$ cat config.mk
export PLATFORM = sky130hd
export DESIGN_NAME = first_fit_block_allocator_top_flat
export DESIGN_NICKNAME = d
export VERILOG_FILES = /design/src/hdl/ffba_pkg.sv /design/src/hdl/ffba_if.sv /design/src/hdl/first_fit_block_allocator_top.sv /design/src/flat_wrapper.sv
export SDC_FILE = /design/constraint.sdc
export NUM_CORES = 2
export LEC_CHECK = 0
export ABC_AREA = 0
export BUFFER_PORTS_ARGS = -buffer_cell sky130_fd_sc_hd__buf_2
export CAP_MARGIN = 25
export CELL_PAD_IN_SITES_DETAIL_PLACEMENT = 1
export CELL_PAD_IN_SITES_GLOBAL_PLACEMENT = 1
export CORE_UTILIZATION = 55
export DETAILED_ROUTE_END_ITERATION = 8
export HOLD_SLACK_MARGIN = 0.1
export PLACE_DENSITY_LB_ADDON = 0.1
export SLEW_MARGIN = 20
export SYNTH_ARGS = -nofsm -noshare
export SYNTH_HDL_FRONTEND = slang
export SYNTH_SLANG_ARGS = --single-unit
$ cat constraint.sdc
create_clock -name i_clk -period 9.22 [get_ports i_clk]
set_input_delay 0.461 -clock i_clk [delete_from_list [all_inputs] [get_ports i_clk]]
set_output_delay 0.461 -clock i_clk [all_outputs]
set_load 0.01 [all_outputs]
$ cat src/hdl/ffba_pkg.sv
// ffba_pkg: shared constants, codes and types of the first-fit block allocator.
// No dependencies; used by the channel interfaces and the top level.
`default_nettype none

package ffba_pkg;

    localparam int ADDR_W = 24;
    localparam int FUNC_W = 2;
    localparam int STAT_W = 2;
    localparam int CFG_W  = 5;

    localparam int DEF_MAX_BLOCKS      = 64;
    localparam int DEF_HEADER_BYTES    = 24;
    localparam int DEF_CHUNK_BYTES     = 1024 * 1024;
    localparam int DEF_MAX_CHUNKS      = 16;
    localparam int DEF_MIN_SPLIT_BYTES = 8;

    localparam logic [CFG_W-1:0] CHUNK_LIMIT_RST = CFG_W'(16);

    localparam logic [FUNC_W-1:0] F_ALLOC   = 2'd0;
    localparam logic [FUNC_W-1:0] F_FREE    = 2'd1;
    localparam logic [FUNC_W-1:0] F_REALLOC = 2'd2;
    localparam logic [FUNC_W-1:0] F_NONE    = 2'd3;

    localparam logic [STAT_W-1:0] ST_OK     = 2'd0;
    localparam logic [STAT_W-1:0] ST_NOMEM  = 2'd1;
    localparam logic [STAT_W-1:0] ST_BAD    = 2'd2;
    localparam logic [STAT_W-1:0] ST_ZERO   = 2'd3;

    typedef struct packed {
        logic [ADDR_W-1:0] start;
        logic [ADDR_W-1:0] size;
        logic              free;
    } t_entry;

    typedef enum logic [3:0] {
        S_IDLE,
        S_SCAN,
        S_NEXT,
        S_DECIDE,
        S_GROW,
        S_MOVE,
        S_FIX0,
        S_FIX1,
        S_OUT
    } t_state;

    typedef enum logic {
        M_FIT,
        M_FIND
    } t_mode;

endpackage

`default_nettype wire

$ cat src/hdl/ffba_if.sv
// ffba_if: valid/ready channel interfaces for requests, results and configuration.
// Depends on ffba_pkg for field widths.
`default_nettype none

interface ffba_req_if import ffba_pkg::*; ();
    logic              valid;
    logic              ready;
    logic [FUNC_W-1:0] func;
    logic [ADDR_W-1:0] request_size;
    logic [ADDR_W-1:0] address;

    modport source (output valid, func, request_size, address, input ready);
    modport sink   (input valid, func, request_size, address, output ready);
endinterface

interface ffba_rsp_if import ffba_pkg::*; ();
    logic              valid;
    logic              ready;
    logic [ADDR_W-1:0] result_address;
    logic [STAT_W-1:0] status;
    logic [ADDR_W-1:0] copy_from;
    logic [ADDR_W-1:0] copy_length;

    modport source (output valid, result_address, status, copy_from, copy_length,
                    input ready);
    modport sink   (input valid, result_address, status, copy_from, copy_length,
                    output ready);
endinterface

interface ffba_cfg_if import ffba_pkg::*; ();
    logic             valid;
    logic             ready;
    logic [CFG_W-1:0] chunk_limit;

    modport source (output valid, chunk_limit, input ready);
    modport sink   (input valid, chunk_limit, output ready);
endinterface

`default_nettype wire

$ cat src/hdl/first_fit_block_allocator_top.sv
// First-fit heap block allocator. The block table lives in one memory (one write, one
// registered read per cycle) and every request is handled one at a time by a sequencer.
// A table walk reads one entry per cycle through the read port; inserting or removing an
// entry shifts the tail of the table, one entry per cycle. Growing the heap adds one chunk
// per cycle while the chunks in use stay within the chunk limit (capped at MAX_CHUNKS).
// A realloc that moves runs an alloc and a free back to back and so takes up to about
// three table walks plus two shifts.
// The next request is taken as soon as the result sits in the output register.
// Depends on ffba_pkg and the channel interfaces in ffba_if.sv.
`default_nettype none

module first_fit_block_allocator_top import ffba_pkg::*; #(
    parameter int MAX_BLOCKS      = DEF_MAX_BLOCKS,
    parameter int HEADER_BYTES    = DEF_HEADER_BYTES,
    parameter int CHUNK_BYTES     = DEF_CHUNK_BYTES,
    parameter int MAX_CHUNKS      = DEF_MAX_CHUNKS,
    parameter int MIN_SPLIT_BYTES = DEF_MIN_SPLIT_BYTES
) (
    input  wire logic    i_clk,
    input  wire logic    i_rst_n,
    ffba_req_if.sink     i_req,
    ffba_rsp_if.source   o_rsp,
    ffba_cfg_if.sink     i_cfg
);

    localparam int IDX_W = $clog2(MAX_BLOCKS);
    localparam int CNT_W = $clog2(MAX_BLOCKS + 1);
    localparam longint unsigned HEAP_MAX = longint'(MAX_CHUNKS) * longint'(CHUNK_BYTES);
    localparam int HE_W  = $clog2(HEAP_MAX + 1);
    localparam int GW    = (HE_W > ADDR_W + 2) ? HE_W : ADDR_W + 2;
    localparam int CH_W  = $clog2(MAX_CHUNKS + 1);
    localparam int LW    = ((CH_W > CFG_W) ? CH_W : CFG_W) + 1;
    localparam int SW    = ADDR_W + 2;

    localparam logic [ADDR_W-1:0] HDR    = ADDR_W'(HEADER_BYTES);
    localparam logic [ADDR_W:0]   HDR_X  = (ADDR_W+1)'(HEADER_BYTES);
    localparam logic [SW-1:0]     MINS_X = SW'(HEADER_BYTES + MIN_SPLIT_BYTES);
    localparam logic [GW-1:0]     HDR_G  = GW'(HEADER_BYTES);
    localparam logic [GW-1:0]     CHUNK  = GW'(CHUNK_BYTES);
    localparam logic [LW-1:0]     MAXC   = LW'(MAX_CHUNKS);
    localparam logic [CNT_W-1:0]  MAXB   = CNT_W'(MAX_BLOCKS);

    // block table
    t_entry mem [MAX_BLOCKS];
    t_entry r_rd_data;
    logic   mem_we;
    logic [IDX_W-1:0] mem_wa, mem_ra;
    t_entry mem_wd;

    t_state r_state, n_state;
    t_mode  r_mode;

    logic [FUNC_W-1:0] r_func;
    logic [ADDR_W-1:0] r_req, r_addr;
    logic              r_post;

    logic [CNT_W-1:0]  r_count;
    logic [GW-1:0]     r_heap_end;
    logic [LW-1:0]     r_used;
    logic [CFG_W-1:0]  r_chunk_limit;

    logic [CNT_W-1:0]  r_scan_idx;
    logic              r_chk_v;
    logic [IDX_W-1:0]  r_chk_idx;
    logic [IDX_W-1:0]  r_k;
    t_entry            r_prev, r_cur, r_next;
    logic              r_has_next;

    logic [GW-1:0]     r_gsz;
    logic [LW-1:0]     r_gch;

    logic [IDX_W-1:0]  r_mv_rd, r_wdst;
    logic [CNT_W-1:0]  r_mv_n;
    logic              r_mv_up, r_mv_two, r_wpend;

    logic              r_fx0_v, r_fx1_v;
    logic [IDX_W-1:0]  r_fx0_idx, r_fx1_idx;
    t_entry            r_fx0_e, r_fx1_e;

    logic [ADDR_W-1:0] r_res, r_cfrom, r_clen;
    logic [STAT_W-1:0] r_status;

    logic              r_o_v;
    logic [ADDR_W-1:0] r_o_res, r_o_cfrom, r_o_clen;
    logic [STAT_W-1:0] r_o_status;

    // ---------------------------------------------------------------- decode
    logic req_fire, load_out;
    logic chk_fit, chk_find, scan_hit, scan_end;
    logic d_split, d_free, d_pf, d_nf, d_size_ok;
    logic [LW-1:0] lim, used_next;
    logic [GW-1:0] need;
    logic g_done, g_fail;
    logic post_free;
    logic [CNT_W-1:0] kx;

    assign req_fire = i_req.valid && i_req.ready;
    assign load_out = (r_state == S_OUT) && (!r_o_v || o_rsp.ready);
    assign kx       = CNT_W'(r_k);

    assign chk_fit  = r_rd_data.free && (r_rd_data.size >= r_req);
    assign chk_find = ({1'b0, r_rd_data.start} + HDR_X) == {1'b0, r_addr};
    assign scan_hit = r_chk_v && ((r_mode == M_FIT) ? chk_fit : chk_find);
    assign scan_end = !r_chk_v && (r_scan_idx >= r_count);

    assign d_split   = ({2'b00, r_cur.size} >= ({2'b00, r_req} + MINS_X)) && (r_count < MAXB);
    assign d_free    = (r_func == F_FREE) || r_post || (r_req == '0);
    assign d_pf      = (r_k != '0) && r_prev.free;
    assign d_nf      = r_has_next && r_next.free;
    assign d_size_ok = r_cur.size >= r_req;

    assign lim       = (LW'(r_chunk_limit) < MAXC) ? LW'(r_chunk_limit) : MAXC;
    assign used_next = r_used + r_gch;
    assign need      = GW'(r_req) + HDR_G;
    assign g_done    = r_gsz >= need;
    assign g_fail    = (r_count >= MAXB) || (!g_done && (used_next >= lim));

    // a realloc that moved still has to release its old block
    assign post_free = (r_mode == M_FIT) && (r_func == F_REALLOC) && (r_addr != '0) && !r_post;

    // ---------------------------------------------------------------- next state
    always_comb begin
        n_state = r_state;
        case (r_state)
            S_IDLE: begin
                if (req_fire) begin
                    if (i_req.func == F_ALLOC || (i_req.func == F_REALLOC &&
                                                  i_req.address == '0)) begin
                        n_state = (i_req.request_size == '0) ? S_OUT : S_SCAN;
                    end else if (i_req.func == F_FREE || i_req.func == F_REALLOC) begin
                        n_state = (i_req.address == '0) ? S_OUT : S_SCAN;
                    end else begin
                        n_state = S_OUT;
                    end
                end
            end
            S_SCAN: begin
                if (scan_hit) begin
                    n_state = (r_mode == M_FIT) ? S_DECIDE : S_NEXT;
                end else if (scan_end) begin
                    n_state = (r_mode == M_FIT) ? S_GROW : S_OUT;
                end
            end
            S_NEXT:   n_state = S_DECIDE;
            S_DECIDE: begin
                if (r_mode == M_FIT) begin
                    n_state = S_MOVE;
                end else if (r_cur.free) begin
                    n_state = S_OUT;
                end else if (d_free) begin
                    n_state = S_MOVE;
                end else if (d_size_ok) begin
                    n_state = S_OUT;
                end else begin
                    n_state = S_SCAN;
                end
            end
            S_GROW: begin
                if (g_fail) begin
                    n_state = S_OUT;
                end else if (g_done) begin
                    n_state = S_MOVE;
                end
            end
            S_MOVE: begin
                if (r_mv_n == '0 && !r_wpend) begin
                    n_state = S_FIX0;
                end
            end
            S_FIX0: n_state = S_FIX1;
            S_FIX1: n_state = post_free ? S_SCAN : S_OUT;
            S_OUT: begin
                if (load_out) begin
                    n_state = S_IDLE;
                end
            end
            default: n_state = S_IDLE;
        endcase
    end

    // ---------------------------------------------------------------- outputs
    always_comb begin
        mem_we = 1'b0;
        mem_wa = r_wdst;
        mem_wd = r_rd_data;
        mem_ra = r_mv_rd;
        case (r_state)
            S_SCAN: mem_ra = r_scan_idx[IDX_W-1:0];
            S_MOVE: begin
                mem_we = r_wpend;
            end
            S_FIX0: begin
                mem_we = r_fx0_v;
                mem_wa = r_fx0_idx;
                mem_wd = r_fx0_e;
            end
            S_FIX1: begin
                mem_we = r_fx1_v;
                mem_wa = r_fx1_idx;
                mem_wd = r_fx1_e;
            end
            default: mem_we = 1'b0;
        endcase
    end

    assign i_req.ready = (r_state == S_IDLE);
    assign i_cfg.ready = 1'b1;

    assign o_rsp.valid          = r_o_v;
    assign o_rsp.result_address = r_o_res;
    assign o_rsp.status         = r_o_status;
    assign o_rsp.copy_from      = r_o_cfrom;
    assign o_rsp.copy_length    = r_o_clen;

    // ---------------------------------------------------------------- memory
    always_ff @(posedge i_clk) begin
        if (mem_we) begin
            mem[mem_wa] <= mem_wd;
        end
        r_rd_data <= mem[mem_ra];
    end

    // ---------------------------------------------------------------- datapath
    always_ff @(posedge i_clk) begin
        if (!i_rst_n) begin
            r_state       <= S_IDLE;
            r_count       <= '0;
            r_heap_end    <= '0;
            r_used        <= '0;
            r_chunk_limit <= CHUNK_LIMIT_RST;
            r_o_v         <= 1'b0;
            r_chk_v       <= 1'b0;
            r_wpend       <= 1'b0;
            r_mv_n        <= '0;
            r_post        <= 1'b0;
            r_mode        <= M_FIT;
        end else begin
            r_state <= n_state;

            if (i_cfg.valid) begin
                r_chunk_limit <= i_cfg.chunk_limit;
            end

            if (load_out) begin
                r_o_v      <= 1'b1;
                r_o_res    <= r_res;
                r_o_status <= r_status;
                r_o_cfrom  <= r_cfrom;
                r_o_clen   <= r_clen;
            end else if (o_rsp.ready) begin
                r_o_v <= 1'b0;
            end

            case (r_state)
                S_IDLE: begin
                    r_func     <= i_req.func;
                    r_req      <= i_req.request_size;
                    r_addr     <= i_req.address;
                    r_res      <= '0;
                    r_cfrom    <= '0;
                    r_clen     <= '0;
                    r_post     <= 1'b0;
                    r_scan_idx <= '0;
                    r_chk_v    <= 1'b0;
                    r_status   <= ((i_req.func == F_ALLOC || (i_req.func == F_REALLOC &&
                                    i_req.address == '0)) && i_req.request_size == '0) ?
                                  ST_ZERO : ST_OK;
                    if (i_req.func == F_ALLOC || (i_req.func == F_REALLOC &&
                                                  i_req.address == '0)) begin
                        r_mode <= M_FIT;
                    end else begin
                        r_mode <= M_FIND;
                    end
                end
                S_SCAN: begin
                    if (r_scan_idx < r_count) begin
                        r_chk_v    <= 1'b1;
                        r_chk_idx  <= r_scan_idx[IDX_W-1:0];
                        r_scan_idx <= r_scan_idx + 1'b1;
                    end else begin
                        r_chk_v <= 1'b0;
                    end
                    if (scan_hit) begin
                        r_cur <= r_rd_data;
                        r_k   <= r_chk_idx;
                    end else if (r_chk_v) begin
                        r_prev <= r_rd_data;
                    end
                    if (scan_end) begin
                        r_gsz <= '0;
                        r_gch <= '0;
                        if (r_mode == M_FIND) begin
                            r_status <= ST_BAD;
                        end
                    end
                end
                S_NEXT: begin
                    // the read of the following entry was issued alongside the hit
                    r_next     <= r_rd_data;
                    r_has_next <= (kx + 1'b1) < r_count;
                end
                S_DECIDE: begin
                    r_wpend <= 1'b0;
                    r_fx0_v <= (r_mode == M_FIT) || (!r_cur.free && d_free);
                    r_fx1_v <= (r_mode == M_FIT) && d_split;
                    if (r_mode == M_FIT) begin
                        r_res     <= r_cur.start + HDR;
                        r_fx0_idx <= r_k;
                        r_fx0_e   <= '{start: r_cur.start,
                                       size:  d_split ? r_req : r_cur.size,
                                       free:  1'b0};
                        if (d_split) begin
                            r_fx1_idx <= r_k + 1'b1;
                            r_fx1_e   <= '{start: r_cur.start + HDR + r_req,
                                           size:  r_cur.size - r_req - HDR,
                                           free:  1'b1};
                            r_count   <= r_count + 1'b1;
                            r_mv_up   <= 1'b1;
                            r_mv_rd   <= IDX_W'(r_count - 1'b1);
                            r_mv_n    <= r_count - 1'b1 - kx;
                        end else begin
                            r_mv_n    <= '0;
                        end
                    end else if (r_cur.free) begin
                        r_status <= ST_BAD;
                    end else if (d_free) begin
                        if (r_func == F_REALLOC && !r_post) begin
                            r_status <= ST_ZERO;
                        end
                        r_mv_up <= 1'b0;
                        if (d_pf && d_nf) begin
                            r_fx0_idx <= r_k - 1'b1;
                            r_fx0_e   <= '{start: r_prev.start,
                                           size:  r_prev.size + HDR + HDR + r_cur.size
                                                  + r_next.size,
                                           free:  1'b1};
                            r_mv_two  <= 1'b1;
                            r_mv_rd   <= r_k + IDX_W'(2);
                            r_mv_n    <= r_count - kx - CNT_W'(2);
                            r_count   <= r_count - CNT_W'(2);
                        end else if (d_pf) begin
                            r_fx0_idx <= r_k - 1'b1;
                            r_fx0_e   <= '{start: r_prev.start,
                                           size:  r_prev.size + HDR + r_cur.size,
                                           free:  1'b1};
                            r_mv_two  <= 1'b0;
                            r_mv_rd   <= r_k + 1'b1;
                            r_mv_n    <= r_count - kx - 1'b1;
                            r_count   <= r_count - 1'b1;
                        end else if (d_nf) begin
                            r_fx0_idx <= r_k;
                            r_fx0_e   <= '{start: r_cur.start,
                                           size:  r_cur.size + HDR + r_next.size,
                                           free:  1'b1};
                            r_mv_two  <= 1'b0;
                            r_mv_rd   <= r_k + IDX_W'(2);
                            r_mv_n    <= r_count - kx - CNT_W'(2);
                            r_count   <= r_count - 1'b1;
                        end else begin
                            r_fx0_idx <= r_k;
                            r_fx0_e   <= '{start: r_cur.start, size: r_cur.size,
                                           free: 1'b1};
                            r_mv_n    <= '0;
                        end
                    end else if (d_size_ok) begin
                        r_res <= r_addr;
                    end else begin
                        // move: allocate first, the old block is freed afterwards
                        r_cfrom    <= r_addr;
                        r_clen     <= r_cur.size;
                        r_mode     <= M_FIT;
                        r_scan_idx <= '0;
                        r_chk_v    <= 1'b0;
                    end
                end
                S_GROW: begin
                    if (g_fail) begin
                        r_status <= ST_NOMEM;
                        r_res    <= '0;
                        r_cfrom  <= '0;
                        r_clen   <= '0;
                    end else if (g_done) begin
                        r_fx0_v    <= 1'b1;
                        r_fx1_v    <= 1'b0;
                        r_fx0_idx  <= r_count[IDX_W-1:0];
                        r_fx0_e    <= '{start: r_heap_end[ADDR_W-1:0],
                                        size:  ADDR_W'(r_gsz - HDR_G),
                                        free:  1'b0};
                        r_mv_n     <= '0;
                        r_wpend    <= 1'b0;
                        r_count    <= r_count + 1'b1;
                        r_res      <= ADDR_W'(r_heap_end + HDR_G);
                        r_heap_end <= r_heap_end + r_gsz;
                        r_used     <= used_next;
                    end else begin
                        r_gsz <= r_gsz + CHUNK;
                        r_gch <= r_gch + 1'b1;
                    end
                end
                S_MOVE: begin
                    if (r_mv_n != '0) begin
                        r_wpend <= 1'b1;
                        r_wdst  <= r_mv_up ? (r_mv_rd + 1'b1) :
                                   (r_mv_two ? (r_mv_rd - IDX_W'(2)) : (r_mv_rd - 1'b1));
                        r_mv_rd <= r_mv_up ? (r_mv_rd - 1'b1) : (r_mv_rd + 1'b1);
                        r_mv_n  <= r_mv_n - 1'b1;
                    end else begin
                        r_wpend <= 1'b0;
                    end
                end
                S_FIX1: begin
                    if (post_free) begin
                        r_post     <= 1'b1;
                        r_mode     <= M_FIND;
                        r_scan_idx <= '0;
                        r_chk_v    <= 1'b0;
                    end
                end
                default: begin
                    r_chk_v <= r_chk_v;
                end
            endcase
        end
    end

    // ---------------------------------------------------------------- checks
    assert property (@(posedge i_clk) disable iff (!i_rst_n) r_count <= MAXB)
        else $error("block table overflow");

    assert property (@(posedge i_clk) disable iff (!i_rst_n) r_used <= MAXC)
        else $error("heap grew past the chunk maximum");

    assert property (@(posedge i_clk) disable iff (!i_rst_n)
                     (r_state == S_IDLE || r_state == S_OUT) |-> !mem_we)
        else $error("table written outside a request");

    assert property (@(posedge i_clk) disable iff (!i_rst_n)
                     req_fire |=> (r_state != S_IDLE))
        else $error("accepted request produced no work");

    assert property (@(posedge i_clk) disable iff (!i_rst_n)
                     (r_state == S_MOVE && r_mv_n == '0 && !r_wpend) |=> r_state == S_FIX0)
        else $error("shift did not hand over to fix-up");

endmodule

`default_nettype wire
$ cat src/flat_wrapper.sv
// flat-port wrapper written by rule: the top's interface ports become plain ports
module first_fit_block_allocator_top_flat import ffba_pkg::*;
#(
    parameter int MAX_BLOCKS      = DEF_MAX_BLOCKS,
    parameter int HEADER_BYTES    = DEF_HEADER_BYTES,
    parameter int CHUNK_BYTES     = DEF_CHUNK_BYTES,
    parameter int MAX_CHUNKS      = DEF_MAX_CHUNKS,
    parameter int MIN_SPLIT_BYTES = DEF_MIN_SPLIT_BYTES
)
  (i_clk, i_rst_n, i_req_valid, i_req_func, i_req_request_size, i_req_address, i_req_ready, o_rsp_valid, o_rsp_result_address, o_rsp_status, o_rsp_copy_from, o_rsp_copy_length, o_rsp_ready, i_cfg_valid, i_cfg_chunk_limit, i_cfg_ready);
  ffba_req_if i_req_i ();
  ffba_rsp_if o_rsp_i ();
  ffba_cfg_if i_cfg_i ();
  input  wire logic i_clk;
  input  wire logic i_rst_n;
  input wire logic [$bits(i_req_i.valid)-1:0] i_req_valid;
  input wire logic [$bits(i_req_i.func)-1:0] i_req_func;
  input wire logic [$bits(i_req_i.request_size)-1:0] i_req_request_size;
  input wire logic [$bits(i_req_i.address)-1:0] i_req_address;
  output wire logic [$bits(i_req_i.ready)-1:0] i_req_ready;
  output wire logic [$bits(o_rsp_i.valid)-1:0] o_rsp_valid;
  output wire logic [$bits(o_rsp_i.result_address)-1:0] o_rsp_result_address;
  output wire logic [$bits(o_rsp_i.status)-1:0] o_rsp_status;
  output wire logic [$bits(o_rsp_i.copy_from)-1:0] o_rsp_copy_from;
  output wire logic [$bits(o_rsp_i.copy_length)-1:0] o_rsp_copy_length;
  input wire logic [$bits(o_rsp_i.ready)-1:0] o_rsp_ready;
  input wire logic [$bits(i_cfg_i.valid)-1:0] i_cfg_valid;
  input wire logic [$bits(i_cfg_i.chunk_limit)-1:0] i_cfg_chunk_limit;
  output wire logic [$bits(i_cfg_i.ready)-1:0] i_cfg_ready;
  assign i_req_i.valid = i_req_valid;
  assign i_req_i.func = i_req_func;
  assign i_req_i.request_size = i_req_request_size;
  assign i_req_i.address = i_req_address;
  assign i_req_ready = i_req_i.ready;
  assign o_rsp_valid = o_rsp_i.valid;
  assign o_rsp_result_address = o_rsp_i.result_address;
  assign o_rsp_status = o_rsp_i.status;
  assign o_rsp_copy_from = o_rsp_i.copy_from;
  assign o_rsp_copy_length = o_rsp_i.copy_length;
  assign o_rsp_i.ready = o_rsp_ready;
  assign i_cfg_i.valid = i_cfg_valid;
  assign i_cfg_i.chunk_limit = i_cfg_chunk_limit;
  assign i_cfg_ready = i_cfg_i.ready;
  first_fit_block_allocator_top #(.MAX_BLOCKS(MAX_BLOCKS), .HEADER_BYTES(HEADER_BYTES), .CHUNK_BYTES(CHUNK_BYTES), .MAX_CHUNKS(MAX_CHUNKS), .MIN_SPLIT_BYTES(MIN_SPLIT_BYTES)) u_core (.i_clk(i_clk), .i_rst_n(i_rst_n), .i_req(i_req_i), .o_rsp(o_rsp_i), .i_cfg(i_cfg_i));
endmodule
==> impl_metrics.py <==
metrics = {
    "status": {
        "status": "finished, violations left",
        "violations": "design-rule violations",
    },
    "die": {
        "die-area_sq_um": 283000,
        "initial_core_util_pct": 55.3,
        "die_w_um": 532,
        "die_h_um": 532,
        "num_rows": 194,
        "io-pin-count": 137,
        "coreArea_sq_um": 279000,
    },
    "pwr": {
        "powerDensity_nw_per_um2": 285,
        "p_leak_uw": 0.0574,
        "vdd_drop_max_uv": 278,
        "fin_total_pwr_uw": 49600,
    },
    "timing": {
        "fin_tns_setup_ns": 0,
        "setup_viol": 0,
        "fin_skew_ns": 0.0819,
        "relSlewSlack_pct": 21.1,
        "min_period_over_period_pct": 67.5,
        "hold_violations": 0,
        "layout_min_cycle_time_ns": 6.23,
        "tightest_slew_ns": 1.18,
        "rsz0062_at_grt": "false",
        "whs_ns": 0.255,
        "fmax_mhz": 161,
        "drv_slew": 0,
    },
    "logic_synthesis": {
        "synth_common_cells": "3614 x edfxtp_1, 789 x mux4_2, 778 x nand2_1",
        "syn_nets": 9223,
        "yosysWarnings": 0,
        "synth_cell_types": 91,
        "synth_area_per_cell_sq_um": 17.5,
        "yosysTopAreaCell": "edfxtp_1",
        "synth_seq_cells": 3701,
        "synth.most_common_cell": "edfxtp_1",
        "ys.flop_type": "edfxtp_1",
        "seq_area_frac_synth_pct": 71.4,
        "syn_area_sq_um": 154000,
        "synth_top_area_share_pct": 70.3,
        "yosys-top-cells-area": "edfxtp_1 70%, mux4_2 12%, ha_1 2.6%, nand2_1 1.9%, dfxtp_1 1.1%",
        "synth_edf_count": 3614,
        "synthArstFlopShare_pct": 0,
        "syn_inst": 8812,
    },
    "global_route": {
        "grt_pass1_wl_um": 686000,
        "overflow": 0,
        "antenna_found_initial": 26,
        "grt_pass1_vias": 92800,
        "grt_max_degree": 126,
        "grt_usage_pct": 34.3,
    },
    "setup_path": {
        "crit_family": "simple AND/OR/NAND/NOR gates",
        "cpMaxStageDelayCell": "buf_4",
        "critPathKind": "register to register",
        "critPathMaxFanout": 55,
        "critPathArrivalTime_ns": 6.75,
        "rrSetupSlack_ns": 2.99,
        "crit_required_ns": 9.74,
        "path_cells": "ha_1 -> nand3_1 -> nor2_1 -> nand2_1 -> nor2_1 -> nand3_1 -> nor3_1 -> xnor2_1 -> ha_1 -> nand4b_1 -> a2111oi_0 -> nand3_1 -> a2111o_1 -> or4_4 -> a21oi_4 -> nor2_1 -> nor2_4 -> buf_4",
        "critPathBufInv": 1,
        "cp-start-kind": "register",
        "cp-end-kind": "register",
        "max_stage_delay_ns": 0.70,
    },
    "route": {
        "vias": 89900,
        "dr.first_iter.drc_count": 12000,
        "drc": 46,
        "via_per_inst": 6.78,
        "wl_per_cell_um": 36.8,
        "routed_wl_um": 488000,
        "drtPass1Iterations": 9,
        "ant_nets": 0,
    },
    "final_layout": {
        "layout-drive-gt1-share_pct": 19.8,
        "final_core_util_pct": 62.4,
        "multi_input_area_sq_um": 42100,
        "areaGrowthSynthToFinish_pct": 13.0,
        "fin_nets": 9626,
        "area.sequential_sq_um": 110000,
        "fillers": 23900,
        "instances_no_fill": 13300,
    },
    "place": {
        "gp_congestion": 0.912,
        "dp.cells": 12500,
        "dp_hpwl_um": 281000,
        "io_buffer_count": 135,
    },
    "clock_tree": {
        "clk_latency_ns": 0.97,
        "cts_resized": 0,
        "cts_sinks": 3701,
        "cts_tree": "built",
        "cts_root_buf": "clkbuf_16",
        "cts_buffers": 380,
        "clkTransAtPathRegs_ns": 0.06,
        "htreeDepth": 5,
        "cts.path.max_buffers": 4,
    },
    "run": {
        "drv_cap": 0,
    },
    "min_path": {
        "hp-class": "input pin to register",
    },
}
[through the flow]
step | area, sq um | setup WS [ns]
floorplan | 154000 | 1.89
global placement | 161000 | 3.19
detailed placement | 161000 | 3.07
CTS | 174000 | 3.07
global route | 174000 | 2.69
finish | 174000 | 2.99
[path summary, 6_finish.rpt]
path | startpoint | endpoint | depth (start not counted)
hold reg to reg | u_core.r_cfrom[17]$_SDFFCE_PN0P_ | u_core.o_rsp.copy_from[17]$_DFFE_PP_ | 0
setup reg to reg | u_core.r_req[5]$_DFFE_PP_ | u_core.r_fx0_e[5]$_SDFFCE_PP0P_ | 18
setup / recovery | u_core.r_req[5]$_DFFE_PP_ | u_core.r_fx0_e[5]$_SDFFCE_PP0P_ | 18
hold / removal | i_req_address[7] | u_core.r_addr[7]$_DFFE_PP_ | 2
[what timing repair did]
item                                    CTS  global route
hold endpoints to repair                 63             0
hold buffers                             64             0
buffers inserted                          0             0
endpoints found under the setup margin    0             0
[routing by layer]
layer  global-route usage, %  share of wire [%]  vias to the layer above
met4                    14.9                4.7                        4
li1                        -                  -                    36100
met1                    47.7                 39                    47800
met3                    5.68                9.3                      971
met2                    54.2                 47                     5012
met5                       0             0.0064                        -
[cells in the final DEF (no fill, tap or decap), drive strengths merged, types with 15 or more instances in the layout]
cell | Yosys | routed
a31oi | 76 | 76
nand2 | 779 | 779
o211ai | 21 | 21
o31ai | 18 | 18
a222oi | 50 | 50
nand4 | 43 | 43
clkbuf | 313 | 490
nor4 | 40 | 40
a21oi | 302 | 302
fa | 36 | 36
a21o | 59 | 59
o21ai | 150 | 150
nand3 | 140 | 140
o21bai | 23 | 23
o21a | 18 | 18
or3 | 27 | 27
and3 | 91 | 91
xor2 | 68 | 68
xnor2 | 175 | 175
nor2 | 338 | 338
nand2b | 19 | 19
dfxtp | 87 | 87
inv | 253 | 246
ha | 315 | 315
a311oi | 153 | 153
nor3 | 103 | 103
bufinv | 0 | 39
clkinvlp | 0 | 17
nor2b | 24 | 24
edfxtp | 3614 | 3614
buf | 140 | 409
and2 | 151 | 151
mux4 | 789 | 789
dlygate4sd3 | 0 | 64
a211oi | 186 | 186
clkinv | 1 | 158
o22ai | 15 | 15
mux2i | 42 | 42
[state kept, by name (all words and copies together) (netlist names), 25 cells and up]
signal and count:
u_core.r_fx1_e 48, u_core.mem 3136, u_core.r_cur 49, u_core.r_prev 49, u_core.r_rd_data 49, u_core.r_fx0_e 49
u_core.r_next 25
[final cells by class]
type	instances	area share [%]
antenna	8	0.0115
timing repair buffer	474	2.36
clock buffer	489	5.81
multi-input combinational	4404	24.1
tap	3724	2.67
clock inverter	206	1.28
inverter	254	0.547
sequential	3701	63.2
[where the power goes]
group          internal (uW)  total [uW]  leakage, uW  switching [uW]
clock                   8880       15500      0.00600            6610
sequential             21200       22000       0.0333             766
combinational           4120       12200       0.0182            8040
total                  34200       49600       0.0574           15400
[kinds of logic after synthesis]
| group | after synthesis | synth area share (%) |
|---|---|---|
| multiplexers | 836 | 11.8 |
| other | 1 | 0.00243 |
| adder cells (fa/ha/maj) | 351 | 3.02 |
| AO/OA/AOI/OAI | 1173 | 5.21 |
| flip-flops | 3701 | 71.4 |
| buffers and inverters | 707 | 1.80 |
| AND/OR/NAND/NOR | 1800 | 5.36 |
| XOR/XNOR | 243 | 1.38 |
(Power assumes the default switching activity.)
